==> src/i2c_eeprom_master_assert.svh <==
// Assertion macros for the EEPROM master
`ifndef I2C_EEPROM_MASTER_ASSERT_SVH
`define I2C_EEPROM_MASTER_ASSERT_SVH
`ifndef SYNTHESIS
`define IEM_ASSERT_IMP(label, clk, rst_n, a, b) \
    label: assert property (@(posedge clk) disable iff (!rst_n) (a) |-> (b)) \
        else $error("assertion failed");
`define IEM_ASSERT_NXT(label, clk, rst_n, a, b) \
    label: assert property (@(posedge clk) disable iff (!rst_n) (a) |=> (b)) \
        else $error("assertion failed");
`else
`define IEM_ASSERT_IMP(label, clk, rst_n, a, b)
`define IEM_ASSERT_NXT(label, clk, rst_n, a, b)
`endif
`endif

==> src/iem_pkg.sv <==
// ----------------------------------------------------------------------------
// iem_pkg
// Shared types and constants for the I2C EEPROM master.
// ----------------------------------------------------------------------------
package iem_pkg;
    localparam int ADDRESS_BITS_DEF = 16;
    localparam logic [6:0] DEV_ADDR_RST = 7'd80;
    localparam logic [7:0] ACK_TO_RST = 8'd250;
    localparam logic [9:0] POLL_LIM_RST = 10'd1000;

    localparam logic [1:0] REG_DEV = 2'd0;
    localparam logic [1:0] REG_ACKTO = 2'd1;
    localparam logic [1:0] REG_POLL = 2'd2;

    localparam logic [1:0] MODE_TICK = 2'd0;
    localparam logic [1:0] MODE_READ = 2'd1;
    localparam logic [1:0] MODE_WRITE = 2'd2;
    localparam logic [1:0] MODE_POLL = 2'd3;

    localparam logic [1:0] STAT_OK = 2'd0;
    localparam logic [1:0] STAT_TIMEOUT = 2'd1;
    localparam logic [1:0] STAT_POLLFAIL = 2'd2;

    typedef struct packed {
        logic [6:0] dev;
        logic [7:0] ack_to;
        logic [9:0] poll_lim;
    } cfg_t;

    typedef struct packed {
        logic [1:0]  mode;
        logic [15:0] mem_addr;
        logic [15:0] read_count;
        logic [7:0]  write_data;
        logic        sda_in;
    } item_t;

    typedef struct packed {
        logic        scl_out;
        logic        sda_out;
        logic        busy_res;
        logic        byte_valid;
        logic [7:0]  read_byte;
        logic        last_byte;
        logic        done_res;
        logic [1:0]  status;
    } result_t;
endpackage

==> src/iem_cfg_regs.sv <==
// ----------------------------------------------------------------------------
// iem_cfg_regs
// Configuration register file.
// ----------------------------------------------------------------------------
module iem_cfg_regs
    import iem_pkg::*;
(
    input  logic       clk,
    input  logic       rst_n,
    input  logic       cfg_valid,
    input  logic [1:0] cfg_index,
    input  logic [9:0] cfg_data,
    output cfg_t       cfg
);
    cfg_t cfg_reg;
    assign cfg = cfg_reg;

    always_ff @(posedge clk or negedge rst_n)
    begin
        if (!rst_n)
        begin
            cfg_reg.dev <= DEV_ADDR_RST;
            cfg_reg.ack_to <= ACK_TO_RST;
            cfg_reg.poll_lim <= POLL_LIM_RST;
        end
        else if (cfg_valid)
        begin
            case (cfg_index)
                REG_DEV:   cfg_reg.dev <= cfg_data[6:0];
                REG_ACKTO: cfg_reg.ack_to <= cfg_data[7:0];
                REG_POLL:  cfg_reg.poll_lim <= cfg_data;
                default:   ;
            endcase
        end
    end
endmodule

==> src/iem_engine.sv <==
// ----------------------------------------------------------------------------
// iem_engine
// Bus phase sequencer: one accepted item advances one phase.
// ----------------------------------------------------------------------------
module iem_engine
    import iem_pkg::*;
#(
    parameter int ADDRESS_BITS = ADDRESS_BITS_DEF
)
(
    input  logic    clk,
    input  logic    rst_n,
    input  logic    step,
    input  item_t   item,
    input  cfg_t    cfg,
    output result_t res
);
    typedef enum logic [4:0] {
        S_IDLE, S_R_START, S_R_DEVW, S_R_ACK_DEVW, S_R_AHI, S_R_ACK_AHI,
        S_R_ALO, S_R_ACK_ALO, S_R_RESTART, S_R_DEVR, S_R_ACK_DEVR, S_R_BYTE,
        S_R_MACK, S_W_START, S_W_DEVW, S_W_ACK_DEVW, S_W_AHI, S_W_ACK_AHI,
        S_W_ALO, S_W_ACK_ALO, S_W_DATA, S_W_ACK_DATA, S_P_START, S_P_DEVW,
        S_P_ACK, S_STOP_OK, S_STOP_TIMEOUT, S_STOP_POLLFAIL, S_STOP_RETRY_W,
        S_STOP_RETRY_P
    } step_t;
    typedef enum logic [2:0] {K_NONE, K_START, K_STOP, K_SEND, K_ACK, K_READ,
        K_MACK} kind_t;

    localparam bit HI = ADDRESS_BITS > 8;

    step_t       st_reg, st_next;
    logic [1:0]  pc_reg, pc_next;
    logic [2:0]  bi_reg, bi_next;
    logic [7:0]  sh_reg, sh_next;
    logic [ADDRESS_BITS-1:0] addr_reg, addr_next;
    logic [15:0] rem_reg, rem_next;
    logic [9:0]  tries_reg, tries_next;
    logic [7:0]  acks_reg, acks_next;
    logic [7:0]  pend_reg, pend_next;
    logic        scl_reg, scl_next, sda_reg, sda_next;
    result_t     res_reg, res_next;
    logic [15:0] addr16;

    assign res = res_reg;
    assign addr16 = 16'(addr_reg);

    function automatic kind_t kind_of(step_t s);
        case (s)
            S_R_START, S_R_RESTART, S_W_START, S_P_START: return K_START;
            S_R_DEVW, S_R_AHI, S_R_ALO, S_R_DEVR, S_W_DEVW, S_W_AHI, S_W_ALO,
            S_W_DATA, S_P_DEVW: return K_SEND;
            S_R_ACK_DEVW, S_R_ACK_AHI, S_R_ACK_ALO, S_R_ACK_DEVR, S_W_ACK_DEVW,
            S_W_ACK_AHI, S_W_ACK_ALO, S_W_ACK_DATA, S_P_ACK: return K_ACK;
            S_R_BYTE: return K_READ;
            S_R_MACK: return K_MACK;
            S_STOP_OK, S_STOP_TIMEOUT, S_STOP_POLLFAIL, S_STOP_RETRY_W,
            S_STOP_RETRY_P: return K_STOP;
            default: return K_NONE;
        endcase
    endfunction

    always_comb
    begin
        step_t s, ns;
        logic [1:0] nxt;
        logic fin, fail, run;
        logic [15:0] rem_v;
        logic [ADDRESS_BITS-1:0] addr_v;
        logic [7:0] sh_v;
        logic [9:0] tr_v;
        st_next = st_reg; pc_next = pc_reg; bi_next = bi_reg; sh_next = sh_reg;
        addr_next = addr_reg; rem_next = rem_reg; tries_next = tries_reg;
        acks_next = acks_reg; pend_next = pend_reg;
        scl_next = scl_reg; sda_next = sda_reg;
        res_next = '0;
        fin = 1'b0; fail = 1'b0; run = 1'b0; ns = S_IDLE;
        s = st_reg; nxt = 2'(pc_reg + 2'd1);
        rem_v = rem_reg; addr_v = addr_reg; sh_v = sh_reg; tr_v = tries_reg;
        if (st_reg == S_IDLE)
        begin
            if (item.mode != MODE_TICK)
            begin
                addr_v = item.mem_addr[ADDRESS_BITS-1:0];
                rem_v = item.read_count;
                pend_next = item.write_data;
                tr_v = '0;
                s = (item.mode == MODE_READ) ? S_R_START :
                    (item.mode == MODE_WRITE) ? S_W_START : S_P_START;
                nxt = 2'd1;
                run = 1'b1;
                bi_next = '0; acks_next = '0;
            end
        end
        else
            run = 1'b1;
        if (run)
        begin
            logic [1:0] pc;
            pc = (st_reg == S_IDLE) ? 2'd0 : pc_reg;
            case (kind_of(s))
                K_START:
                    case (pc)
                        2'd0: sda_next = 1'b1;
                        2'd1: scl_next = 1'b1;
                        2'd2: sda_next = 1'b0;
                        default: begin scl_next = 1'b0; fin = 1'b1; end
                    endcase
                K_STOP:
                    case (pc)
                        2'd0: scl_next = 1'b0;
                        2'd1: sda_next = 1'b0;
                        2'd2: scl_next = 1'b1;
                        default: begin sda_next = 1'b1; fin = 1'b1; end
                    endcase
                K_SEND:
                    case (pc)
                        2'd0: begin scl_next = 1'b0; sda_next = sh_v[7]; end
                        2'd1: scl_next = 1'b1;
                        2'd2:
                        begin
                            scl_next = 1'b0;
                            if (bi_reg != 3'd7)
                            begin
                                sh_v = {sh_v[6:0], 1'b0};
                                bi_next = 3'(bi_reg + 3'd1);
                                nxt = 2'd0;
                            end
                        end
                        default: begin sda_next = 1'b1; fin = 1'b1; end
                    endcase
                K_ACK:
                    case (pc)
                        2'd0: sda_next = 1'b1;
                        2'd1:
                        begin
                            scl_next = 1'b1; sda_next = 1'b1;
                            if (!item.sda_in) nxt = 2'd2;
                            else if (acks_reg >= cfg.ack_to) fail = 1'b1;
                            else
                            begin
                                acks_next = 8'(acks_reg + 8'd1);
                                nxt = 2'd1;
                            end
                        end
                        default: begin scl_next = 1'b0; fin = 1'b1; end
                    endcase
                K_READ:
                    if (pc == 2'd0)
                    begin
                        scl_next = 1'b1; sda_next = 1'b1;
                        sh_v = {sh_v[6:0], item.sda_in};
                        if (bi_reg == 3'd7)
                        begin
                            res_next.byte_valid = 1'b1;
                            res_next.read_byte = sh_v;
                            res_next.last_byte = (rem_v == 16'd1);
                        end
                    end
                    else
                    begin
                        scl_next = 1'b0;
                        if (bi_reg != 3'd7)
                        begin
                            bi_next = 3'(bi_reg + 3'd1);
                            nxt = 2'd0;
                        end
                        else fin = 1'b1;
                    end
                K_MACK:
                    if (rem_v > 16'd1)
                        case (pc)
                            2'd0: sda_next = 1'b0;
                            2'd1: scl_next = 1'b1;
                            2'd2: scl_next = 1'b0;
                            default: begin sda_next = 1'b1; fin = 1'b1; end
                        endcase
                    else
                        case (pc)
                            2'd0: sda_next = 1'b1;
                            2'd1: scl_next = 1'b1;
                            default: begin scl_next = 1'b0; fin = 1'b1; end
                        endcase
                default: ;
            endcase
            pc_next = nxt;
            st_next = s;
            if (fail)
            begin
                if (s == S_W_ACK_DEVW || s == S_P_ACK)
                begin
                    tr_v = 10'(tr_v + 10'd1);
                    if (tr_v >= cfg.poll_lim) ns = S_STOP_POLLFAIL;
                    else ns = (s == S_W_ACK_DEVW) ? S_STOP_RETRY_W : S_STOP_RETRY_P;
                end
                else ns = S_STOP_TIMEOUT;
            end
            else if (fin)
            begin
                case (s)
                    S_R_ACK_DEVW: ns = HI ? S_R_AHI : S_R_ALO;
                    S_R_ACK_ALO: ns = S_R_RESTART;
                    S_R_ACK_DEVR: ns = (rem_v != 0) ? S_R_BYTE : S_STOP_OK;
                    S_R_BYTE: ns = S_R_MACK;
                    S_R_MACK:
                    begin
                        rem_v = 16'(rem_v - 16'd1);
                        addr_v = ADDRESS_BITS'(addr_v + 1'b1);
                        ns = (rem_v != 0) ? S_R_BYTE : S_STOP_OK;
                    end
                    S_W_ACK_DEVW: ns = HI ? S_W_AHI : S_W_ALO;
                    S_W_ACK_DATA, S_P_ACK: ns = S_STOP_OK;
                    S_STOP_OK:
                    begin
                        res_next.done_res = 1'b1; res_next.status = STAT_OK; ns = S_IDLE;
                    end
                    S_STOP_TIMEOUT:
                    begin
                        res_next.done_res = 1'b1; res_next.status = STAT_TIMEOUT;
                        ns = S_IDLE;
                    end
                    S_STOP_POLLFAIL:
                    begin
                        res_next.done_res = 1'b1; res_next.status = STAT_POLLFAIL;
                        ns = S_IDLE;
                    end
                    S_STOP_RETRY_W: ns = S_W_START;
                    S_STOP_RETRY_P: ns = S_P_START;
                    default: ns = step_t'(5'(s + 5'd1));
                endcase
            end
            if (fail || fin)
            begin
                st_next = ns; pc_next = '0; bi_next = '0; acks_next = '0;
                case (ns)
                    S_R_DEVW, S_W_DEVW, S_P_DEVW: sh_v = {cfg.dev, 1'b0};
                    S_R_DEVR: sh_v = {cfg.dev, 1'b1};
                    S_R_AHI, S_W_AHI: sh_v = addr16[15:8];
                    S_R_ALO, S_W_ALO: sh_v = addr16[7:0];
                    S_W_DATA: sh_v = (st_reg == S_IDLE) ? item.write_data : pend_reg;
                    S_R_BYTE: sh_v = '0;
                    default: ;
                endcase
            end
        end
        sh_next = sh_v; rem_next = rem_v; addr_next = addr_v; tries_next = tr_v;
        res_next.scl_out = scl_next;
        res_next.sda_out = sda_next;
        res_next.busy_res = (st_next != S_IDLE);
    end

    always_ff @(posedge clk or negedge rst_n)
    begin
        if (!rst_n)
        begin
            st_reg <= S_IDLE; pc_reg <= '0; bi_reg <= '0; sh_reg <= '0;
            addr_reg <= '0; rem_reg <= '0; tries_reg <= '0; acks_reg <= '0;
            pend_reg <= '0; scl_reg <= 1'b1; sda_reg <= 1'b1; res_reg <= '0;
        end
        else if (step)
        begin
            st_reg <= st_next; pc_reg <= pc_next; bi_reg <= bi_next;
            sh_reg <= sh_next; addr_reg <= addr_next; rem_reg <= rem_next;
            tries_reg <= tries_next; acks_reg <= acks_next; pend_reg <= pend_next;
            scl_reg <= scl_next; sda_reg <= sda_next; res_reg <= res_next;
        end
    end

    `include "i2c_eeprom_master_assert.svh"
    `IEM_ASSERT_IMP(a_done_idle, clk, rst_n, res_reg.done_res, !res_reg.busy_res)
    `IEM_ASSERT_IMP(a_stat_ok, clk, rst_n, !res_reg.done_res, res_reg.status == STAT_OK)
    `IEM_ASSERT_IMP(a_byte_read, clk, rst_n, res_reg.byte_valid, res_reg.scl_out)
    `IEM_ASSERT_IMP(a_idle_lines, clk, rst_n, st_reg == S_IDLE, scl_reg && sda_reg)
endmodule

==> src/i2c_eeprom_master.sv <==
// A result beat is registered and shown the cycle after its tick beat is accepted.
// Throughput: one tick beat per cycle while m_tready allows; the sequencer sets it.
// Reset: asynchronous, active low; bus idle, lines released high, registers
// at their default values.
// ----------------------------------------------------------------------------
// i2c_eeprom_master
// Bit-level I2C master for 24-series EEPROMs, one bus phase per beat.
// ----------------------------------------------------------------------------
module i2c_eeprom_master
    import iem_pkg::*;
#(
    parameter int ADDRESS_BITS = ADDRESS_BITS_DEF
)
(
    input  logic        clk,
    input  logic        rst_n,
    input  logic        s_tvalid,
    output logic        s_tready,
    // mode[1:0], mem_addr[17:2], read_count[33:18], write_data[41:34], sda_in[42]
    input  logic [47:0] s_tdata,
    output logic        m_tvalid,
    input  logic        m_tready,
    // scl_out, sda_out, busy_res, byte_valid, read_byte[11:4], done_res[12],
    // status[14:13]
    output logic [15:0] m_tdata,
    output logic        m_tlast,
    input  logic        cfg_valid,
    output logic        cfg_ready,
    input  logic [1:0]  cfg_index,
    input  logic [9:0]  cfg_data
);
    cfg_t    cfg;
    item_t   item;
    result_t res;
    logic    vld_reg, step;

    assign item.mode = s_tdata[1:0];
    assign item.mem_addr = s_tdata[17:2];
    assign item.read_count = s_tdata[33:18];
    assign item.write_data = s_tdata[41:34];
    assign item.sda_in = s_tdata[42];

    assign s_tready = !vld_reg || m_tready;
    assign step = s_tvalid && s_tready;
    assign cfg_ready = 1'b1;

    always_ff @(posedge clk or negedge rst_n)
    begin
        if (!rst_n) vld_reg <= 1'b0;
        else if (s_tready) vld_reg <= s_tvalid;
    end

    iem_cfg_regs u_cfg (.clk, .rst_n, .cfg_valid, .cfg_index, .cfg_data, .cfg);
    iem_engine #(.ADDRESS_BITS(ADDRESS_BITS)) u_eng
        (.clk, .rst_n, .step, .item, .cfg, .res);

    assign m_tvalid = vld_reg;
    assign m_tdata = {1'b0, res.status, res.done_res, res.read_byte,
                      res.byte_valid, res.busy_res, res.sda_out, res.scl_out};
    assign m_tlast = res.last_byte;
endmodule

==> config.mk <==
export PLATFORM = sky130hd
export DESIGN_NAME = i2c_eeprom_master
export DESIGN_NICKNAME = d
export VERILOG_FILES = /design/src/iem_pkg.sv /design/src/iem_cfg_regs.sv /design/src/iem_engine.sv /design/src/i2c_eeprom_master.sv
export VERILOG_INCLUDE_DIRS = /design/src /design/src/src
export SDC_FILE = /design/constraint.sdc
export NUM_CORES = 1
export LEC_CHECK = 0
export ABC_AREA = 1
export CAP_MARGIN = 20
export CORE_ASPECT_RATIO = 1.4
export CORE_MARGIN = 1.5
export CORE_UTILIZATION = 57
export DETAILED_ROUTE_END_ITERATION = 10
export DONT_BUFFER_PORTS = 1
export PLACE_DENSITY_LB_ADDON = 0.12
export SLEW_MARGIN = 10
export SYNTH_ARGS = -nofsm -noshare
export SYNTH_HDL_FRONTEND = slang
export SYNTH_HIERARCHICAL = 1
export SYNTH_SLANG_ARGS = --single-unit
==> constraint.sdc <==
create_clock -name clk -period 12.52 [get_ports clk]
set_clock_uncertainty 0.05 [all_clocks]
set_input_delay 2.504 -clock clk [delete_from_list [all_inputs] [get_ports clk]]
set_output_delay 2.504 -clock clk [all_outputs]
set_load 0.02 [all_outputs]
# Yosys cells after proc, flatten, opt, wreduce, memory -nomap -nowiden
# Memory sizes are Yosys's and may differ from the RTL's.
# Cells that the tools add are included.
# totals
input_bits	65
rom_bits	96
n_memories	1
ff_bits	120
wordCells	205
out_inout_bits	20
# memory_table
memory	words	word_bits	read_ports	rd_ports_with_merged_regs	write_ports	line	rtl
(no name shown)	32	3	1	0	0	iem_engine.sv:48	case (s)
# op_classes
muxes	106
n_addsub	7
reduce_logical	27
eq_ne	38
magnitude_cmp	3
# op_table
cell	count
2-to-1 mux 16 bit	12
2-to-1 mux 8 bit	13
2-to-1 mux 10 bit	8
2-to-1 mux 5 bit	13
== test 5 bit (second input constant)	11
one-hot mux 5 bit (10 select lines)	1
one-hot mux 8 bit (6 select lines)	1
== test 5 x 4 -> 1 bit (second input constant)	7
nonzero test 16 bit	2
2-to-1 mux 3 bit	10
2-to-1 mux 1 bit	21
2-to-1 mux 2 bit	10
one-hot mux 1 bit (2 select lines)	9
adder 16 x 1 -> 16 bit (second input constant)	1
== test 16 x 1 -> 1 bit (second input constant)	1
> comparator 16 x 1 -> 1 bit (second input constant)	1
one-hot mux 8 bit (2 select lines)	1
subtractor 16 x 1 -> 16 bit (second input constant)	1
== test 5 x 3 -> 1 bit (second input constant)	3
2-to-1 mux 13 bit	1
== test 3 bit (second input constant)	4
one-hot mux 1 bit (6 select lines)	2
OR reduction 2 bit	6
OR reduction 3 bit	4
26 further kinds	38

# Longest topological paths before layout
# Gate-level depths: netlist (run 1).
# An unclocked memory read counts as a cell.
# depth
ltp_word	18
ltp_mapped	36
ltp_nobuf	33

# Hierarchy
# Netlist (run 1), hierarchy kept.
# by_module_without_submodules
module	area_each_um2	cells_each	instances	seq_area_each_um2
iem_engine	8745.9	1397	1	2354.8
iem_cfg_regs	1073.5	112	1	643.1
i2c_eeprom_master	67.6	10	1	25.0

# Worst setup path before layout (run 1)
# Ideal clock, no wire load.
# synth_timing
path_kind	in2reg
start	input s_tdata[0]
end	register u_eng.sh_reg[7]
t_arrival_ns	6.580
n_path_buf	5
path_stages	35
setup_ns	0.117
path_slack_ns	5.773
required_ns	12.353
cell_sequence	inv_1 -> ha_1 -> buf_2 -> nor2_1 -> clkbuf_1 -> clkbuf_1 -> buf_1 -> nor2_1 -> ha_1 -> nand4_1 -> nor2_1 -> nand2_1 -> nor2_1 -> nand2_1 -> nand2_1 -> o21ai_0 -> inv_1 -> ha_1 -> nand2_1 -> nor2_1 -> a211oi_1 -> nand4_1 -> o21ai_1 -> nand3_2 -> nand2_1 -> nor2_1 -> nand2_2 -> nand2_2 -> nor2_4 -> buf_6 -> nor2_2 -> nor2_1 -> nand2_1 -> nand2_1 -> nand2_1
# synth_between
elab_chain_cells	18
word_cells_on_any_way	77
classes_between	add/sub (3); order compare (2); eq/ne (31); mux (28); reduce/logical (12); memory (1)
# synth_lines
item	line	rtl
from (decl)	i2c_eeprom_master.sv:20	input logic [47:0] s_tdata,
== test 2 bit	iem_engine.sv:88	(item.mode == MODE_WRITE) ? S_W_START : S_P_START;
2-to-1 mux 5 bit	iem_engine.sv:88	
2-to-1 mux 5 bit	iem_engine.sv:87	s = (item.mode == MODE_READ) ? S_R_START :
2-to-1 mux 5 bit	iem_engine.sv:81	if (item.mode != MODE_TICK)
2-to-1 mux 5 bit	iem_engine.sv:79	if (st_reg == S_IDLE)
memory read (32 x 3 bit)	--	
2-to-1 mux 3 bit	iem_engine.sv:96	if (run)
== test 3 x 1 -> 1 bit / == test 3 x 2 -> 1 bit (equally long branches)	iem_engine.sv:100	case (kind_of(s))
[... 2 more ...]	--	
2-to-1 mux 1 bit	iem_engine.sv:96	
2-to-1 mux 5 bit	iem_engine.sv:197	else if (fin)
2-to-1 mux 5 bit	iem_engine.sv:187	if (fail)
2-to-1 mux 5 bit	iem_engine.sv:96	
== test 5 x 2 -> 1 bit (tied with other cells)	iem_engine.sv:234	case (ns)
OR reduction 3 bit / OR reduction 2 bit (equally long branches)	iem_engine.sv:234	
one-hot mux 8 bit (6 select lines)	iem_engine.sv:234	
2-to-1 mux 8 bit	iem_engine.sv:231	if (fail || fin)
to (signal assigned)	iem_engine.sv:262	sh_reg <= sh_next; addr_reg <= addr_next; rem_reg <= rem_next;
to (decl)	iem_engine.sv:34	logic [7:0] sh_reg, sh_next;
# Parallel ways exist; a longest one is shown, timed or not. The select of a mux whose other input is x is not followed.
# A chain may end at the register's enable or synchronous reset.

# Worst setup path after layout (run 1)
# layout_timing
start	input s_tdata[0]
end	register u_eng.sh_reg[2]
# Same word-level chain as after synthesis.

==> flow_summary.toml, run 1 <==
[outcome]
status = "complete, no violations"

[clocking]
clk_latency_ns = 0.42
cts_buffers = 17
cts_htree_levels = 4
cts_tree = "built"
post_cts_resized = 0
hold_buffers = 0
cts-root-buf = "clkbuf_16"
post-cts-setup-buffers = 0
cts_num_sinks = 120
clk_path_buf_depth = 2
clk_pin_slew_ns = 0.06

[timing]
tightest_slew_ns = 0.950
timing.fmax_mhz = 132
timing.final.ws_setup_ns = 4.94
finalMaxSlewViolations = 0
holdWs_ns = 0.412
final.setup.tns_ns = 0
period_needed_ns = 7.58
setup_viol = 0
relSlewSlack = 0.365
hold_viol = 0
finalCritPeriodShare = 0.605
rsz0062_at_grt = "false"

[global_route]
grt_pass1_wl_um = 43700
grt_pass1_vias = 9394
grt.overflow.total = 0
antenna_found_initial = 0
grt_max_degree = 121
grt_use_total = 0.301

[detailed_routing]
antenna_left = 0
drt-initial-drc-count = 632
via_count = 9752
wire_per_inst_um = 15.2
drt_first_pass_iters = 5
viasPerCell = 5.63
routed_wl_um = 26300
drc = 0

[finish]
layout-drive-gt1-share = 0.0886
fillers = 1608
diodes = 0
syn_to_final_growth_pct = 7.09
final_nets = 1595
fin_area_um2 = 10600
finalNonFillerCells = 1733
largest_reg_flops = 25

[synthesis]
synth_common_cells = "nand2_1, inv_1, o21ai_0"
postSynthCellCount = 1519
synth.most_common_cell = "nand2_1"
synth.area.top_cells = "dfrtp_1, nand2_1, o21ai_0"
synth_area_um2 = 9890
yosys_warnings = 6
synthFlopType = "dfrtp_1"
ys_ff_latch = 120
yosysTopAreaCellShare = 0.263
syn-mean-instance-area_um2 = 6.51
synth_edf_count = 0
synth-async-reset-ratio = 1.00
syn-num-nets = 1626
synth_cell_types = 50
yosysTopAreaCell = "dfrtp_1"
yosysSeqAreaShare = 0.306

[die]
die_y_um = 159
io_pins = 85
core_um2 = 16900
die_x_um = 114
dieArea_um2 = 18200
start_util = 0.586
rows = 56

[critical_path]
ff2ff_setup_slack_ns = 6.50
required_ns = 12.83
crit_buf_inv = 5
max_stage_delay_ns = 0.52
cp_slowest_cell = "inv_1"
worstSetupEndpointType = "register"
path_class = "primary input to register"
cp.arrival_ns = 7.89
critPathMaxFanout = 40
setup.worst_path.start_class = "primary input"
cp-startpoint = "s_tdata[0]"
cpLargestDelayFamily = "simple AND/OR/NAND/NOR gates"
r2r_start = "u_eng/st_reg[1]$_DFFE_PN0P_"
path_common_cell = "nand2_1"

[placed_design]
dp_slack_ns = 4.56
dp_cells = 1701
gp_congestion = 0.968
numPortBuffers = 0
place_area_um2 = 9940
dp_hpwl_um = 19000

[power]
power_density_nw_per_um2 = 256
p_int_uw = 1350
p_sw_frac = 0.502
power_switching_uw = 1360
p_leak_uw = 0.00532
vdd.ir_drop.worst_mv = 0.115
p_seq_frac = 0.224
p_comb_frac = 0.577
p_clk_frac = 0.199

[run]
maxCapViolations = 0

[worst_hold_path]
hp-class = "register to register"
worstHoldStart = "u_cfg/cfg[6]$_DFFE_PN1P_"
==> power groups by stage <==
| stage | sequential (uW) | clock [uW] | combinational [uW] |
|---|---|---|---|
| floorplan | 585 | 0 | 1260 |
| global placement | 607 | 0 | 1510 |
| detailed placement | 609 | 0 | 1530 |
| CTS | 605 | 547 | 1540 |
| global route | 621 | 567 | 1770 |
| finish | 607 | 540 | 1560 |
==> layer usage <==
| metal | up-vias | part of all wire | GRT usage |
|---|---|---|---|
| met5 | - | 0 | 0 |
| met4 | 0 | 0.044 | 0.144 |
| met3 | 92 | 0.051 | 0.0615 |
| met2 | 295 | 0.51 | 0.541 |
| met1 | 4462 | 0.40 | 0.332 |
| li1 | 4903 | - | - |
==> area by class of cell <==
cell class | count | area (um2) | area share
Timing Repair Buffer | 5 | 37.5 | 0.00355
Sequential cell | 120 | 3020 | 0.286
Clock buffer | 18 | 439 | 0.0415
Multi-Input combinational cell | 1161 | 5900 | 0.557
Tap cell | 232 | 290 | 0.0274
Clock inverter | 14 | 209 | 0.0197
Inverter | 183 | 687 | 0.0649
==> cells in the final DEF, fill, tap and decap left out, types with 11 or more instances in the layout <==
cell type / synthesis / routed
a21oi_1: 52 / 51
clkbuf_16: 0 / 17
dfrtp_1: 104 / 104
dfstp_2: 16 / 16
ha_1: 42 / 42
inv_1: 163 / 163
inv_2: 16 / 17
nand2_1: 468 / 468
nand2_2: 16 / 16
nand3_1: 125 / 125
nand4_1: 33 / 33
nor2_1: 131 / 129
nor2_2: 13 / 15
nor3_1: 18 / 18
o211ai_1: 13 / 13
o21ai_0: 141 / 141
o22ai_1: 19 / 19
xor2_1: 11 / 11
==> kinds of logic (layout without fill, tap and decap cells) <==
group	Yosys count	in the layout	synth area share
and+or+nand+nor	833	833	0.372
AOI/OAI and AO/OA	264	264	0.152
buffers and inverters	238	220	0.0990
DFF	120	120	0.306
adders and majority gates	42	42	0.0532
xor gates and xnor gates	20	20	0.0177
other	2	2	0.000760
==> worst reg2reg max path: cells and delay by family, from the launching register on <==
kind | cells | cell delay (ns)
compound gates | 3 | 0.61
fa+ha+maj | 2 | 0.50
buf+inv | 4 | 1.07
flops | 1 | 0.44
simple gates | 23 | 3.30
==> metrics by stage <==
step,util,total power [uW]
global placement,0.589,2110
CTS,0.627,2690
global route,0.627,2960
floorplan,-,1840
detailed placement,0.589,2140
finish,0.627,2710
==> worst paths after layout <==
kind	end	depth (start not counted)
min in group asynchronous	u_cfg/cfg[0]$_DFFE_PN0P_	0
hold / removal	u_cfg/cfg[6]$_DFFE_PN1P_	2
setup reg to reg	u_eng/sh_reg[2]$_DFFE_PN0P_	32
max in group asynchronous	u_eng/scl_reg$_DFFE_PN1P_	0
hold reg to reg	u_cfg/cfg[6]$_DFFE_PN1P_	2
setup / recovery	u_eng/sh_reg[2]$_DFFE_PN0P_	31
(Power assumes the default switching activity.)
==> inputs of run 2 (changes only) <==
clock period = 6.6 ns   (was 12.52 ns; I/O delays follow)
==> run 2 against run 1 <==
- setup slack lost 3.8 ns
- hold slack better by 0.00073 ns
- global-route usage up 0.26 points
- count of clock-buffer cells in the layout grew 2
- non-clock buffer count grew 8
- combinational power grew 92%
- largest cell class unchanged
- register-to-register slack got worse by 4.8 ns
- flip-flop and latch count stayed put
- sequential power increased by 89%
- cell count increased by 0.46%
- die area did not move
- core utilization fell by 0.082 points
==> flow_summary.toml, run 2 (same netlist as run 1, synthesis figures left out) <==
[finish]
layout_common_cells = "nand2_1, inv_1, o21ai_0"
fin_area_um2 = 10600
layout-drive-gt1-share = 0.0921
diodes = 0
largest_reg_flops = 25
layout_commonest_cell = "nand2_1"
fillers = 1642
layout.area.seq_um2 = 3020
syn_to_final_growth_pct = 6.95
final_nets = 1603
multi_input_area_um2 = 5900

[critical_path]
path_class = "primary input to register"
setup.worst_path.start_class = "primary input"
required_ns = 6.90
max_stage_delay_ns = 0.38
cp_slowest_cell = "inv_1"
path_common_cell = "nand2_1"
cp-startpoint = "s_tdata[0]"
cp.arrival_ns = 5.75
worstSetupEndpointType = "register"
critPathMaxFanout = 16
r2r_start = "u_eng/st_reg[1]$_DFFE_PN0P_"

[placed_design]
gp_congestion = 0.906
dp_hpwl_um = 19600
numPortBuffers = 0
place_area_um2 = 10000

[power]
p_total_uw = 5060
power_density_nw_per_um2 = 479
p_leak_uw = 0.00532
vdd.ir_drop.worst_mv = 0.247

[timing]
rsz0062_at_grt = "false"
holdWs_ns = 0.413
finalMaxSlewViolations = 0
timing.fmax_mhz = 183
hold_viol = 0
tightest_slew_ns = 0.824
finalCritPeriodShare = 0.826
relSlewSlack = 0.445
final.setup.tns_ns = 0
period_needed_ns = 5.45
setup_viol = 0

[die]
die_y_um = 159
rows = 56
start_util = 0.586
dieArea_um2 = 18200
core_um2 = 16900
io_pins = 85
die_x_um = 114

[detailed_routing]
drc = 0
routed_wl_um = 26700
wire_per_inst_um = 15.3
antenna_left = 0
via_count = 9672
drt-initial-drc-count = 696
viasPerCell = 5.56
drt_first_pass_iters = 8

[global_route]
grt.overflow.total = 0
grt_pass1_vias = 9245
grt_max_degree = 121
grt_use_total = 0.303
grt_pass1_wl_um = 44200
antenna_found_initial = 0

[clocking]
clk_pin_slew_ns = 0.06
clk_path_buf_depth = 2
post_cts_resized = 0
cts_buffers = 17
clk_latency_ns = 0.41
cts_htree_levels = 4
cts_tree = "built"
cts-root-buf = "clkbuf_16"
post-cts-setup-buffers = 0
hold_buffers = 0
cts_num_sinks = 120

[run]
maxCapViolations = 0

[outcome]
status = "complete, no violations"

[worst_hold_path]
hp-class = "register to register"
worstHoldStart = "u_cfg/cfg[8]$_DFFE_PN1P_"
==> run 2: cell count changes in the layout (fill, tap and decap cells not counted) <==
cell,before,now
bufinv_16,4,2
inv_8,1,0
inv_6,6,1
clkinv_4,2,1
buf_4,5,13
clkbuf_1,0,2
clkinv_2,0,4
clkinvlp_4,1,4
==> run 2: critical path, delay by kind of cell <==
kind	cells	cell delay (ns)
and+or+nand+nor	20	2.36
buffers and inverters	7	1.20
adders and majority gates	2	0.55
AOI/OAI and AO/OA	2	0.32
==> run 2: worst paths after layout <==
path	endpoint	slack, ns	cells past startpoint
min	u_cfg/cfg[8]$_DFFE_PN1P_	0.41	2
max	u_eng/sh_reg[3]$_DFFE_PN0P_	1.15	31
min reg2reg	u_cfg/cfg[8]$_DFFE_PN1P_	0.41	2
max in group asynchronous	u_eng/scl_reg$_DFFE_PN1P_	5.69	0
min in group asynchronous	u_eng/tries_reg[8]$_DFFE_PN0P_	0.55	0
max reg2reg	u_eng/sh_reg[3]$_DFFE_PN0P_	1.72	31
==> run 2: final cells by class <==
type / instances / share of cell area
timing repair buffer: 13 / 0.00923
clock inverter: 12 / 0.0121
tap: 232 / 0.0275
multi-input combinational: 1161 / 0.558
inverter: 183 / 0.0650
sequential: 120 / 0.286
clock buffer: 20 / 0.0422
==> run 2: metrics by stage <==
| step | utilization | setup WS, ns | cells |
|---|---|---|---|
| floorplan | - | 1.04 | 1519 |
| finish | 0.626 | 1.15 | 1741 |
| global placement | 0.592 | 0.814 | 1709 |
| CTS | 0.626 | 1.19 | 1741 |
| detailed placement | 0.592 | 0.770 | 1709 |
| global route | 0.626 | 0.664 | 1741 |
==> run 2: per-layer routing <==
metal / vias to the layer above / routed length (um) / global-route usage
met1: 4497 / 11000 / 0.348
met5: - / 0 / 0
met4: 0 / 665 / 0.110
li1: 4912 / - / -
met3: 45 / 1080 / 0.0496
met2: 218 / 13900 / 0.556
==> run 2: report_power, final <==
part | switching [uW] | internal [uW]
Sequential | 178 | 975
Combinational | 2060 | 942
Clock | 351 | 564
